`src/hw/rtl/neighborhood_relative_drop_marker_top_macros.svh`:
```
// Assertion macros used by the top RTL file of the relative drop marker.
// Each macro takes a label, an antecedent and a consequent, and is
// clocked by clk_i and disabled while rst_ni is low.
`ifndef NEIGHBORHOOD_RELATIVE_DROP_MARKER_TOP_MACROS_SVH
`define NEIGHBORHOOD_RELATIVE_DROP_MARKER_TOP_MACROS_SVH
`ifndef SYNTH
// Same-cycle implication.
`define NRDM_ASSERT_IMP(lbl, ante, cons) \
  lbl: assert property (@(posedge clk_i) disable iff (!rst_ni) (ante) |-> (cons)) \
    else $error("nrdm assertion failed");
// Next-cycle implication.
`define NRDM_ASSERT_NXT(lbl, ante, cons) \
  lbl: assert property (@(posedge clk_i) disable iff (!rst_ni) (ante) |=> (cons)) \
    else $error("nrdm assertion failed");
`else
`define NRDM_ASSERT_IMP(lbl, ante, cons)
`define NRDM_ASSERT_NXT(lbl, ante, cons)
`endif
`endif

```
`src/hw/rtl/nrdm_pkg.sv`:
```
`timescale 1ns / 1ps
`default_nettype none

package nrdm_pkg;

  // Field widths.
  localparam int PIXEL_W        = 16;
  localparam int LINE_WIDTH_W   = 9;
  localparam int FRAME_HEIGHT_W = 13;
  localparam int PERCENT_W      = 7;
  localparam int MARK_W         = 8;
  localparam int OUT_ROW_W      = 12;
  localparam int OUT_COL_W      = 8;
  localparam int CFG_INDEX_W    = 2;
  localparam int CFG_DATA_W     = 13;

  // Default sizes of the line store and of the row counter range.
  localparam int DEF_MAX_WIDTH  = 256;
  localparam int DEF_MAX_HEIGHT = 4096;

  // Register reset values.
  localparam logic [LINE_WIDTH_W-1:0]   LINE_WIDTH_RST   = LINE_WIDTH_W'(256);
  localparam logic [FRAME_HEIGHT_W-1:0] FRAME_HEIGHT_RST = FRAME_HEIGHT_W'(256);
  localparam logic [PERCENT_W-1:0]      PERCENT_RST      = PERCENT_W'(10);

  // Mark written for a pixel that drops against some neighbor.
  localparam logic [MARK_W-1:0] MARK_VALUE = MARK_W'(200);

  // Scale of the threshold: the difference is weighed against percent/100.
  localparam int PERCENT_SCALE = 100;

  typedef enum logic [CFG_INDEX_W-1:0] {
    CFG_LINE_WIDTH   = 2'd0,
    CFG_FRAME_HEIGHT = 2'd1,
    CFG_PERCENT      = 2'd2
  } cfg_idx_e;

  // Per-pixel bookkeeping that travels alongside the pixel through the pipe.
  typedef struct packed {
    logic                 emit;
    logic                 last;
    logic [OUT_ROW_W-1:0] row;
    logic [OUT_COL_W-1:0] col;
  } tag_t;

  // 3x3 window, [row][col], row 0 is the oldest line, col 2 the newest pixel.
  typedef logic [2:0][2:0][PIXEL_W-1:0] win_t;

endpackage

`default_nettype wire

```
`src/hw/rtl/nrdm_judge.sv`:
```
`timescale 1ns / 1ps
`default_nettype none

// Nine parallel tests of 100*(center - neighbor) >= percent*center.
module nrdm_judge import nrdm_pkg::*; (
  input  win_t                 win_i,
  input  logic [PERCENT_W-1:0] percent_i,
  output logic [MARK_W-1:0]    mark_o
);

  localparam int ProdW = PIXEL_W + PERCENT_W + 2;

  logic signed [PIXEL_W-1:0] ctr;
  logic signed [ProdW-1:0]   rhs;
  logic signed [ProdW-1:0]   diff [9];
  logic [8:0]                hit;

  assign ctr = $signed(win_i[1][1]);
  assign rhs = ProdW'($signed({1'b0, percent_i})) * ProdW'(ctr);

  always_comb begin
    for (int i = 0; i < 3; i++) begin
      for (int j = 0; j < 3; j++) begin
        diff[3*i+j] = ProdW'(ctr) - ProdW'($signed(win_i[i][j]));
        hit[3*i+j]  = (diff[3*i+j] * ProdW'(PERCENT_SCALE)) >= rhs;
      end
    end
  end

  assign mark_o = (|hit) ? MARK_VALUE : '0;

endmodule

`default_nettype wire

```
`config.mk`:
```
export PLATFORM = sky130hd
export DESIGN_NAME = nrdm_judge
export DESIGN_NICKNAME = d
export VERILOG_FILES = /design/src/hw/rtl/neighborhood_relative_drop_marker_top_macros.svh /design/src/hw/rtl/nrdm_pkg.sv /design/src/hw/rtl/nrdm_judge.sv
export SDC_FILE = /design/constraint.sdc
export NUM_CORES = 1
export LEC_CHECK = 0
export BUFFER_PORTS_ARGS = -buffer_cell sky130_fd_sc_hd__buf_4
export CORE_MARGIN = 2
export CORE_UTILIZATION = 45
export DETAILED_ROUTE_END_ITERATION = 8
export GPL_TIMING_DRIVEN = 1
export SLEW_MARGIN = 20
export SYNTH_ARGS = -nofsm -noshare
export SYNTH_HDL_FRONTEND = slang
export SYNTH_SLANG_ARGS = --single-unit
```
`constraint.sdc`:
```
create_clock -name vclk -period 35.1
set_input_delay 7.02 -clock vclk [all_inputs]
set_output_delay 7.02 -clock vclk [all_outputs]
set_load 0.005 [all_outputs]
```
Yosys cells after proc, flatten, opt, wreduce, memory -nomap -nowiden

Index checks and enable logic that the tools add are counted.
Widths: inputs -> output; s select.

Add/subtract/negate cells: 9
$mul: 10
Magnitude comparators: 9
Mux-type cells: 1
Reductions and logical operators: 1

Operator list:

| kind                  | number |
|---|---|
| $ge 25x24->1          | 9 |
| $mul 17x6->23 const B | 9 |
| $sub 16x16->17        | 9 |
| $mul 8x16->24         | 1 |
| $reduce_or 9->1       | 1 |
| $mux 8                | 1 |

Flip-flop bits (word level): 0
Bits of input ports: 151
Output and inout port bits: 8
Word-level logic and storage cells: 30

Depth between registers and ports, before layout

Depth after elaboration: 5
Depth in mapped cells: 35
Gate-level depth less buffers: 34

Worst setup path before layout

Ideal clock, no wire load.

Kind: input port to output port
Start: input percent_i[4]
End: output mark_o[6]
Arrival time: 13951 ps
Required time: 28080 ps
Path slack: 14129 ps
Cell stages on the path: 27
Path buffers: 2
Cells stage by stage: clkbuf_1 -> nand2_1 -> fa_1 -> fa_1 -> inv_1 -> fa_1 -> inv_1 -> fa_1 -> inv_1 -> ha_1 -> and3_1 -> a221oi_1 -> a211o_1 -> a21boi_2 -> o31ai_1 -> mux2_2 -> a2111oi_4 -> ha_1 -> and4_1 -> a21oi_1 -> nand2_1 -> a2111oi_0 -> mux2i_1 -> or4_1 -> nor4_1 -> o211ai_1 -> buf_4

Cells in the longest elaborated chain, start to end: 4
Elaborated cells between the ends (all ways): 12
Those cells by class: mul (1); order compare (9); mux (1); reduce/logical (1)

RTL lines:

| what                | line             | text |
|---|---|---|
| start: declaration  | nrdm_judge.sv:7  | `input logic [PERCENT_W-1:0] percent_i,` |
| $mul 8x16->24 (*)   | nrdm_judge.sv:19 | `assign rhs = ProdW'($signed({1'b0, percent_i})) * ProdW'(ctr);` |
| $ge 25x24->1        | nrdm_judge.sv:25 | `hit[3*i+j] = (diff[3*i+j] * ProdW'(PERCENT_SCALE)) >= rhs;` |
| $reduce_or 9->1 (*) | nrdm_judge.sv:30 | `assign mark_o = (\|hit) ? MARK_VALUE : '0;` |
| $mux 8 (*)          | nrdm_judge.sv:30 |  |
| end: declaration    | nrdm_judge.sv:8  | `output logic [MARK_W-1:0] mark_o` |

Every way passes the cells marked *; elsewhere a longest branch is shown, timed or not.

Worst setup path after layout

Start: input win_i[64] (netlist name)
End: output mark_o[3]

Cells in the longest elaborated chain, start to end: 5
Elaborated cells between the ends (all ways): 30
Those cells by class: add/sub (9); mul (10); order compare (9); mux (1); reduce/logical (1)

RTL lines:

| what                | line             | text |
|---|---|---|
| start: declaration  | nrdm_judge.sv:6  | `input win_t win_i,` |
| $sub 16x16->17      | nrdm_judge.sv:24 | `diff[3*i+j] = ProdW'(ctr) - ProdW'($signed(win_i[i][j]));` |
| $mul 17x6->23       | nrdm_judge.sv:25 |  |
| $ge 25x24->1        | nrdm_judge.sv:25 |  |
| $reduce_or 9->1 (*) | nrdm_judge.sv:30 |  |
| $mux 8 (*)          | nrdm_judge.sv:30 |  |

Marked as above.

==> results by group <==
Run
  • Max cap viols: 0

Synthesis
  • Post-synthesis cell area: 27700 um2
  • Count leader, synth: ha_1
  • Post-synthesis cell type count: 80
  • Cell taking the most area after synthesis: ha_1
  • Post-Syn Instances: 3406
  • Yosys top cell area share: 35.0%
  • Seq/Total Area, Yosys: 0%
  • Post-synth top cells: ha_1 (777), inv_1 (661), fa_1 (200)
  • Synth top area cells: ha_1 (35%), fa_1 (14%), inv_1 (8.9%), xnor2_1 (6.0%), a21oi_1 (3.2%)
  • Synth Warn #: 0
  • Syn Area/Cell: 8.14 um2

Die
  • Die W: 252 um
  • Row cnt: 91
  • Boundary pin count: 159
  • Die area: 63700 um2
  • Core Area: 61400 um2
  • Die Height: 252 um
  • Initial core utilization: 45.2%

Clock network
  • Post CTS Setup Buffer Count: 0
  • Post-CTS Hold Fix Bufs: 0
  • Post-cts resize count: 0

GRT
  • GRT overflow: 0
  • Initial antenna violation count: 2
  • Largest net degree at the start of global routing: 24
  • All-layer global routing usage: 22.9%
  • First-pass GRT wire length: 117 mm
  • Vias in the first global route: 21937

Layout
  • Share of layout cells above drive strength 1: 6.83%
  • FF/Latch Area: 0 um2
  • Fillers: 6208
  • Area delta synth->final: 7.83%
  • Multi-input gate area: 25100 um2
  • Final nets: 4686
  • Seq Cell Count: 0
  • Antenna Cells: 0
  • Clk_buf instances: 0

Placed design
  • Port Buf Inserts: 154
  • Final RePlAce weighted congestion: 0.847
  • DP HPWL: 59.9 mm

Critical path
  • CP arrival: 15.37 ns
  • Slowest stage delay, CP: 0.55 ns
  • Critical Path RT: 28.08 ns
  • CP Launch Point: win_i[64]
  • Critical Path Start Type: primary input
  • CP Class: in2out
  • CP Capture Type: output pin
  • Slowest-stage cell, CP: fa_1
  • CP Max Fanout: 8
  • Most used cell, CP: ha_1

Timing
  • Tightest Pin Transition: 0.935 ns
  • Endpoints failing setup: 0
  • RSZ-0062 raised after global routing: false
  • Relative slew slack: 37.2%
  • Fin crit share: 63.8%
  • Minimum clock period after layout: 22.39 ns
  • Setup TNS Final: 0 ns
  • Fin. Hold Viols: 0
  • Max-slew violations: 0
  • Max Freq: 44.7 MHz

Routing
  • Detail Route Antenna Nets: 0
  • Drt wl/cell: 17.0 um
  • DRC violations left: 0
  • Vias: 23264
  • Vias/cell: 5.35
  • DRT iter0 DRCs: 1042
  • Routed wire length: 73.7 mm
  • DRT Pass-1 Iters: 5

Worst hold path
  • Min-delay worst type: in2out
  • Hold Crit Start: win_i[64]

Status
  • Run status: completed
==> worst max-delay path: cells and delay by family <==
family                     cells  cell delay [ns]
adders and majority gates      6             2.22
AOI/OAI and AO/OA             12             2.64
and+or+nand+nor                8             1.93
buffers and inverters          5             1.00
muxes                          1             0.38
xor gates and xnor gates       1             0.18
==> cell usage in the layout, fill, tap and decap left out, types with 8 or more instances in the layout <==
| cell | instances |
|---|---|
| a21o_1 | 97 |
| a31oi_1 | 24 |
| o21ai_0 | 93 |
| and4_1 | 9 |
| or2_2 | 13 |
| nor3_1 | 105 |
| nand2b_1 | 30 |
| a31o_2 | 9 |
| inv_1 | 661 |
| o21a_1 | 40 |
| fa_1 | 200 |
| xnor2_1 | 189 |
| or3_1 | 40 |
| and2_1 | 101 |
| mux2i_1 | 9 |
| o31a_1 | 9 |
| nand3b_1 | 9 |
| nor2_1 | 139 |
| nand2_1 | 121 |
| xor2_1 | 89 |
| nand4_1 | 32 |
| o2111ai_1 | 13 |
| o21bai_1 | 24 |
| nor4_1 | 14 |
| ha_1 | 777 |
| buf_4 | 173 |
| a211oi_1 | 40 |
| a221oi_1 | 9 |
| o21ai_1 | 10 |
| nand3_1 | 60 |
| nor2b_1 | 40 |
| o31ai_1 | 15 |
| a211o_1 | 8 |
| o211ai_1 | 20 |
| and3_1 | 31 |
| a21oi_1 | 179 |
==> per-layer routing <==
metal  GRT usage (%)  wire length [um]  vias up
li1                -                 -    12067
met1            32.3             35600    10835
met2            40.6             35000      323
met3           0.299              2070       39
met4            2.47              1020        0
met5               0                 0        -
==> final timing paths <==
check / to / depth (start not counted)
setup / recovery: mark_o[3] / 33
hold / removal: mark_o[6] / 11
==> cell families (layout without fill, tap and decap cells) <==
kind of cell    Yosys count  count (layout)  synth area share [%]
buf+inv                 689             835                  9.42
compound gates          679             679                  17.2
mux                      18              18                 0.699
xor+xnor                278             278                  8.78
fa+ha+maj               977             977                  49.5
simple gates            764             764                  14.5
other cells               1               5                0.0135
==> cell type report <==
| type | count | share of cell area (%) |
|---|---|---|
| inverter | 662 | 8.31 |
| multi-input combinational | 2721 | 84.0 |
| tap | 790 | 3.30 |
| timing repair buffer | 173 | 4.34 |
==> stage by stage <==
stage	hold WS (ns)	util [%]	area, um2	worst slack [ns]	std cells
finish	15.48	48.7	29900	12.71	4346
global route	15.54	48.7	29900	12.20	4346
CTS	15.46	48.7	29900	12.78	4346
detailed placement	15.45	48.7	29900	12.81	4346
global placement	15.43	48.7	29900	12.78	4346
floorplan	14.88	-	27800	14.13	3410
Power is left out: the tool's default activity adds up to more than one toggle a clock period on the data nets, which glitch-free logic cannot reach.
